`config.mk`:
```
export PLATFORM = sky130hd
export DESIGN_NAME = skt_ctrl
export DESIGN_NICKNAME = d
export VERILOG_FILES = /design/src/rtl/core/skt_pkg.sv /design/src/rtl/core/skt_ctrl.sv
export SDC_FILE = /design/constraint.sdc
export NUM_CORES = 1
export LEC_CHECK = 0
export BUFFER_PORTS_ARGS = -buffer_cell sky130_fd_sc_hd__buf_2
export CAP_MARGIN = 20
export CORE_ASPECT_RATIO = 0.5
export CORE_MARGIN = 2
export CORE_UTILIZATION = 29
export CTS_CLUSTER_DIAMETER = 100
export DETAILED_ROUTE_END_ITERATION = 10
export HOLD_SLACK_MARGIN = 0.1
export SLEW_MARGIN = 5
export SYNTH_ARGS = -nofsm -noshare
export SYNTH_HDL_FRONTEND = slang
export SYNTH_SLANG_ARGS = --single-unit
export TNS_END_PERCENT = 20
```
`constraint.sdc`:
```
create_clock -name clk -period 8.42 [get_ports clk]
set_input_delay 0.842 -clock clk [delete_from_list [all_inputs] [get_ports clk]]
set_output_delay 0.842 -clock clk [all_outputs]
set_load 0.01 [all_outputs]
```
`src/rtl/core/skt_pkg.sv`:
```
// Types and constants of the sorted key table core.
// No dependencies; used by the controller, the top level and the checker.
`timescale 1ns / 1ps

package skt_pkg;

	localparam int KEY_W     = 32;
	localparam int PAYLOAD_W = 64;
	localparam int STATUS_W  = 2;
	localparam int POS_W     = 10;
	localparam int TOTAL_W   = 11;

	localparam logic CMD_LOOKUP = 1'b0;
	localparam logic CMD_INSERT = 1'b1;

	localparam logic [STATUS_W-1:0] STATUS_OK   = 2'd0;
	localparam logic [STATUS_W-1:0] STATUS_MISS = 2'd1;
	localparam logic [STATUS_W-1:0] STATUS_FULL = 2'd2;

	typedef enum logic [3:0] {
		S_IDLE,
		S_PROBE,
		S_COMPARE,
		S_TAIL_CMP,
		S_SHIFT_RD,
		S_SHIFT_WR,
		S_WRITE,
		S_DONE
	} state_t;

	// Strobes that the controller drives into both table memories.
	typedef struct packed {
		logic rd_en;
		logic we;
	} mem_ctl_t;

endpackage

```
`src/rtl/core/skt_ctrl.sv`:
```
// Sequencer and shared key comparator of the sorted key table core.
// Uses skt_pkg; drives the key and payload memories instantiated at the top level.
`timescale 1ns / 1ps

module skt_ctrl #(
	parameter int CAPACITY = 1024,
	parameter int AW = $clog2(CAPACITY),
	parameter int CW = $clog2(CAPACITY + 1)
) (
	input  logic                          clk,
	input  logic                          arst_n,
	input  logic                          in_valid,
	output logic                          in_ready,
	input  logic                          in_cmd,
	input  logic [skt_pkg::KEY_W-1:0]     in_key,
	input  logic [skt_pkg::PAYLOAD_W-1:0] in_payload,
	output logic                          out_valid,
	input  logic                          out_ready,
	output logic [skt_pkg::STATUS_W-1:0]  out_status,
	output logic [AW-1:0]                 out_pos,
	output logic [skt_pkg::PAYLOAD_W-1:0] out_payload,
	output logic [CW-1:0]                 out_total,
	output skt_pkg::mem_ctl_t             mem_ctl,
	output logic [AW-1:0]                 rd_addr,
	output logic [AW-1:0]                 wr_addr,
	output logic [skt_pkg::KEY_W-1:0]     wr_key,
	output logic [skt_pkg::PAYLOAD_W-1:0] wr_payload,
	input  logic [skt_pkg::KEY_W-1:0]     rd_key,
	input  logic [skt_pkg::PAYLOAD_W-1:0] rd_payload
);

	skt_pkg::state_t state_q, state_d;

	logic                          cmd_q, cmd_d;
	logic [skt_pkg::KEY_W-1:0]     key_q, key_d;
	logic [skt_pkg::PAYLOAD_W-1:0] pay_q, pay_d;
	logic [AW-1:0]                 lo_q, lo_d;
	logic [AW-1:0]                 hi_q, hi_d;
	logic [AW-1:0]                 idx_q, idx_d;
	logic                          last_q, last_d;
	logic [CW-1:0]                 count_q, count_d;
	logic [skt_pkg::STATUS_W-1:0]  res_status_q, res_status_d;
	logic [AW-1:0]                 res_pos_q, res_pos_d;
	logic [skt_pkg::PAYLOAD_W-1:0] res_pay_q, res_pay_d;
	logic                          out_valid_q, out_valid_d;
	logic [skt_pkg::STATUS_W-1:0]  out_status_q, out_status_d;
	logic [AW-1:0]                 out_pos_q, out_pos_d;
	logic [skt_pkg::PAYLOAD_W-1:0] out_pay_q, out_pay_d;
	logic [CW-1:0]                 out_total_q, out_total_d;

	logic [AW:0]   span_sum;
	logic [AW-1:0] mid;
	logic [AW-1:0] count_last;
	logic          key_less;
	logic          key_equal;

	// Shared compare unit: the word just read against the key being handled.
	assign key_less  = rd_key < key_q;
	assign key_equal = rd_key == key_q;

	assign span_sum   = {1'b0, lo_q} + {1'b0, hi_q};
	assign mid        = span_sum[AW:1];
	assign count_last = AW'(count_q - CW'(1));

	always_comb begin
		state_d      = state_q;
		cmd_d        = cmd_q;
		key_d        = key_q;
		pay_d        = pay_q;
		lo_d         = lo_q;
		hi_d         = hi_q;
		idx_d        = idx_q;
		last_d       = last_q;
		count_d      = count_q;
		res_status_d = res_status_q;
		res_pos_d    = res_pos_q;
		res_pay_d    = res_pay_q;
		out_status_d = out_status_q;
		out_pos_d    = out_pos_q;
		out_pay_d    = out_pay_q;
		out_total_d  = out_total_q;
		out_valid_d  = out_valid_q && !out_ready;
		in_ready     = 1'b0;
		mem_ctl      = '0;
		rd_addr      = mid;
		wr_addr      = idx_q + AW'(1);
		wr_key       = rd_key;
		wr_payload   = rd_payload;

		case (state_q)
			skt_pkg::S_IDLE: begin
				in_ready = 1'b1;
				rd_addr  = count_last;
				if (in_valid) begin
					cmd_d     = in_cmd;
					key_d     = in_key;
					pay_d     = in_payload;
					lo_d      = '0;
					hi_d      = count_last;
					res_pos_d = '0;
					res_pay_d = '0;
					if (in_cmd == skt_pkg::CMD_LOOKUP) begin
						if (count_q == '0) begin
							res_status_d = skt_pkg::STATUS_MISS;
							state_d      = skt_pkg::S_DONE;
						end else begin
							state_d = skt_pkg::S_PROBE;
						end
					end else if (count_q >= CW'(CAPACITY)) begin
						res_status_d = skt_pkg::STATUS_FULL;
						state_d      = skt_pkg::S_DONE;
					end else if (count_q == '0) begin
						state_d = skt_pkg::S_WRITE;
					end else begin
						// Fetch the last key to see whether the new entry simply appends.
						mem_ctl.rd_en = 1'b1;
						state_d       = skt_pkg::S_TAIL_CMP;
					end
				end
			end
			skt_pkg::S_TAIL_CMP: begin
				if (key_less) begin
					lo_d    = AW'(count_q);
					state_d = skt_pkg::S_WRITE;
				end else begin
					state_d = skt_pkg::S_PROBE;
				end
			end
			skt_pkg::S_PROBE: begin
				if (lo_q < hi_q) begin
					mem_ctl.rd_en = 1'b1;
					last_d        = 1'b0;
					state_d       = skt_pkg::S_COMPARE;
				end else if (cmd_q == skt_pkg::CMD_LOOKUP) begin
					mem_ctl.rd_en = 1'b1;
					rd_addr       = lo_q;
					last_d        = 1'b1;
					state_d       = skt_pkg::S_COMPARE;
				end else begin
					idx_d   = count_last;
					state_d = skt_pkg::S_SHIFT_RD;
				end
			end
			skt_pkg::S_COMPARE: begin
				if (cmd_q == skt_pkg::CMD_LOOKUP && last_q) begin
					if (key_equal) begin
						res_status_d = skt_pkg::STATUS_OK;
						res_pos_d    = lo_q;
						res_pay_d    = rd_payload;
					end else begin
						res_status_d = skt_pkg::STATUS_MISS;
					end
					state_d = skt_pkg::S_DONE;
				end else if (key_less) begin
					lo_d    = mid + AW'(1);
					state_d = skt_pkg::S_PROBE;
				end else if (cmd_q == skt_pkg::CMD_LOOKUP && key_equal) begin
					res_status_d = skt_pkg::STATUS_OK;
					res_pos_d    = mid;
					res_pay_d    = rd_payload;
					state_d      = skt_pkg::S_DONE;
				end else begin
					hi_d    = mid;
					state_d = skt_pkg::S_PROBE;
				end
			end
			skt_pkg::S_SHIFT_RD: begin
				mem_ctl.rd_en = 1'b1;
				rd_addr       = idx_q;
				state_d       = skt_pkg::S_SHIFT_WR;
			end
			skt_pkg::S_SHIFT_WR: begin
				// Move the entry just read one place up; walk down to the insert point.
				mem_ctl.we = 1'b1;
				if (idx_q == lo_q) begin
					state_d = skt_pkg::S_WRITE;
				end else begin
					idx_d   = idx_q - AW'(1);
					state_d = skt_pkg::S_SHIFT_RD;
				end
			end
			skt_pkg::S_WRITE: begin
				mem_ctl.we   = 1'b1;
				wr_addr      = lo_q;
				wr_key       = key_q;
				wr_payload   = pay_q;
				count_d      = count_q + CW'(1);
				res_status_d = skt_pkg::STATUS_OK;
				res_pos_d    = lo_q;
				res_pay_d    = '0;
				state_d      = skt_pkg::S_DONE;
			end
			skt_pkg::S_DONE: begin
				if (!out_valid_q || out_ready) begin
					out_valid_d  = 1'b1;
					out_status_d = res_status_q;
					out_pos_d    = res_pos_q;
					out_pay_d    = res_pay_q;
					out_total_d  = count_q;
					state_d      = skt_pkg::S_IDLE;
				end
			end
			default: begin
				state_d = skt_pkg::S_IDLE;
			end
		endcase
	end

	always_ff @(posedge clk or negedge arst_n) begin
		if (!arst_n) begin
			state_q     <= skt_pkg::S_IDLE;
			count_q     <= '0;
			out_valid_q <= 1'b0;
		end else begin
			state_q     <= state_d;
			count_q     <= count_d;
			out_valid_q <= out_valid_d;
		end
	end

	always_ff @(posedge clk) begin
		cmd_q        <= cmd_d;
		key_q        <= key_d;
		pay_q        <= pay_d;
		lo_q         <= lo_d;
		hi_q         <= hi_d;
		idx_q        <= idx_d;
		last_q       <= last_d;
		res_status_q <= res_status_d;
		res_pos_q    <= res_pos_d;
		res_pay_q    <= res_pay_d;
		out_status_q <= out_status_d;
		out_pos_q    <= out_pos_d;
		out_pay_q    <= out_pay_d;
		out_total_q  <= out_total_d;
	end

	assign out_valid   = out_valid_q;
	assign out_status  = out_status_q;
	assign out_pos     = out_pos_q;
	assign out_payload = out_pay_q;
	assign out_total   = out_total_q;

endmodule

```
==> metrics.cfg <==
[worst_setup_path]
cp_cell_sequence = nand2b_1, nor2_4, buf_4, nand2_1, nand2_1, buf_2
crit_fanout = 56
critPathTopFamily = simple AND/OR/NAND/NOR gates
rrSetupSlack_ns = 4.47
end_kind = output pin
max_stage_delay_ns = 0.98
cp_num_cells = 6
rr_endpoint = res_pay_q[46]$_SDFFCE_PN0P_
crit-reg2reg-launch = state_q[0]$_DFFE_PN0P_
cp.required_ns = 7.58
crit_type = register to output pin
slowest_stage = dfrtp_1
path_buf_inv = 2
critPathLaunchType = register
crit_top_cell = nand2_1
worstPathArrival_ns = 3.73
reg2reg_depth = 4

[floorplanning]
core.rowCount = 57
die_h_um = 162
start_util_pct = 29.6
fp.dieArea_um2 = 51800
core-area_um2 = 48900
num_io_pins = 404
dieWidth_um = 320

[cts]
clk_latency_ns = 0.59
cts_root_buf = clkbuf_16
cts_tree = yes
hold_buffers = 0
cts_buffers = 30
clock-sinks = 306
clk_path_buf_depth = 3
htreeDepth = 1
cts_setup_buffers = 0
path_clk_slew_ns = 0.06
cts_resized = 0

[power_and_ir_drop]
leakagePower_uw = 0.00775
irDropWorstVdd_uv = 197
power_density_nw_per_um2 = 353

[layout]
nNetsFinal = 1888
nFillCells = 4786
mostFrequentLayoutCell = buf_2
final_cell_mix = buf_2, edfxtp_1, nand2_1
drive_gt1_share_pct = 29.1
area_growth_pct = 26.1

[place]
gp_congestion = 0.922
io_buffer_count = 403
hpwlAfterDp_mm = 31.0

[synth]
synth_flop_cell = edfxtp_1
ys_types = 63
synth_warnings = 0
synthesis.area_um2 = 14500
synth_edf_count = 291
yosysTopAreaCell = edfxtp_1
synth_top_area_share_pct = 60.3
ys_seq_elements = 306
synth_nets = 1507
synth_cells = 1253
async_flop_share_pct = 4.90
synth_area_per_cell_um2 = 11.6
ys_seq_area_share_pct = 62.9
synth_area_leaders = edfxtp_1, nand2_1, ha_1

[drt]
routed-via-count = 10700
viasPerCell = 4.64
drt_first_pass_iters = 5
drcViolationCount = 0
wl_per_cell_um = 18.4
antenna_left = 0
drtIter0Drc = 758
routed_wl_mm = 42.6

[timing]
fin_crit_sh_pct = 54.3
worst_clock_skew_ns = 0.0379
slew_headroom_pct = 34.7
hold_violations = 0
max_freq_ghz = 0.219
rsz0062_at_grt = false
worst_slew_pin_slew_ns = 0.973
drv_slew = 0
hold-worst-slack_ns = 0.152
setup_viol = 0
final.setup.tns_ns = 0
period_needed_ns = 4.57

[grt]
grt-busiest-layer = met2
grt_pass1_vias = 10200
grt-ovfl-total = 0
globalRouteMet2Util_pct = 28.6
grt_usage_pct = 15.6
grt_pass1_wl_mm = 62.3
met1_usage_pct = 19.5
antenna_found_initial = 4
grt_max_degree = 81
gr-usage-met3_pct = 1.60

[min_path]
worstHoldPathType = input port to async pin

[run_status]
status = completed

[run]
cap_violations = 0

through the flow:
step / power [µW] / area, µm² / instances / utilization (%) / setup WS [ns]
6_report: 6440 / 18300 / 2311 / 37.3 / 3.85
5_1_grt: 6800 / 18300 / 2311 / 37.3 / 3.62
4_1_cts: 6480 / 18200 / 2305 / 37.3 / 3.86
3_5_place_dp: 4980 / 17200 / 2249 / 35.1 / 4.03
3_3_place_gp: 4960 / 17200 / 2249 / 35.1 / 4.08
2_1_floorplan: 4030 / 14500 / 1253 / - / 2.91
area by class of cell:
cell class / count / area (µm²) / area share (%)
Clock buffer: 33 / 762 / 4.17
Antenna cell: 4 / 10.0 / 0.0548
Sequential cell: 306 / 9110 / 49.9
Clock inverter: 23 / 302 / 1.65
Multi-Input combinational cell: 818 / 4910 / 26.9
Inverter: 64 / 240 / 1.32
Timing Repair Buffer: 414 / 2100 / 11.5
Tap cell: 649 / 812 / 4.45
state kept, by name, indices dropped and copies added, names as in the netlist:
signal        cells
out_payload      64
state_q           3
idx_q            10
pay_q            64
out_status        2
hi_q             10
key_q            32
lo_q             10
out_pos          10
count_q          11
cmd_q             1
out_valid         1
res_pos_q        10
last_q            1
res_status_q      2
out_total        11
res_pay_q        64
cell usage after synthesis, types with 5 or more instances:
cell type / count
a211oi_1: 10
a21o_1: 15
a21oi_1: 49
a22oi_1: 6
and2_1: 67
and3_1: 8
clkbuf_1: 60
dfrtp_1: 15
edfxtp_1: 291
ha_1: 56
inv_1: 64
mux2i_1: 10
nand2_1: 266
nand2b_1: 12
nand3_1: 15
nand4_1: 13
nor2_1: 58
nor2b_1: 6
nor3_1: 13
o21ai_0: 81
o311a_1: 5
or3_1: 7
xnor2_1: 33
xor2_1: 22
worst max path at each step:
stage / startpoint / to / slack, ns
after floorplan: out_ready / state_q[2]$_DFFE_PN0P_ / 2.91
after global placement: rd_key[27] / res_pay_q[55]$_SDFFCE_PN0P_ / 4.08
after detailed placement: rd_key[27] / res_pay_q[55]$_SDFFCE_PN0P_ / 4.03
after CTS: state_q[2]$_DFFE_PN0P_ / wr_payload[43] / 3.86
after global routing: state_q[2]$_DFFE_PN0P_ / wr_payload[37] / 3.62
final: state_q[2]$_DFFE_PN0P_ / wr_payload[43] / 3.85
power breakdown:
part / switching [µW] / internal, µW / leakage, µW / total (µW)
combinational: 1600 / 867 / 0.00432 / 2470
clock: 625 / 847 / 0.000525 / 1470
sequential: 261 / 2240 / 0.00291 / 2500
cell families after synthesis:
kind of cell,after synthesis,synth area share (%)
AOI/OAI and AO/OA,208,9.03
xor gates and xnor gates,56,3.44
adders and majority gates,57,4.98
buffers and inverters,129,3.37
DFF,306,62.9
muxes,10,0.691
and+or+nand+nor,487,15.6
metal layers:
layer | up-vias | part of all wire, %
met5 | - | 0
met4 | 0 | 2.7
met3 | 66 | 4.1
met2 | 282 | 52
met1 | 5199 | 41
li1 | 5183 | -
Note: power is estimated with default switching activity, not from simulation.
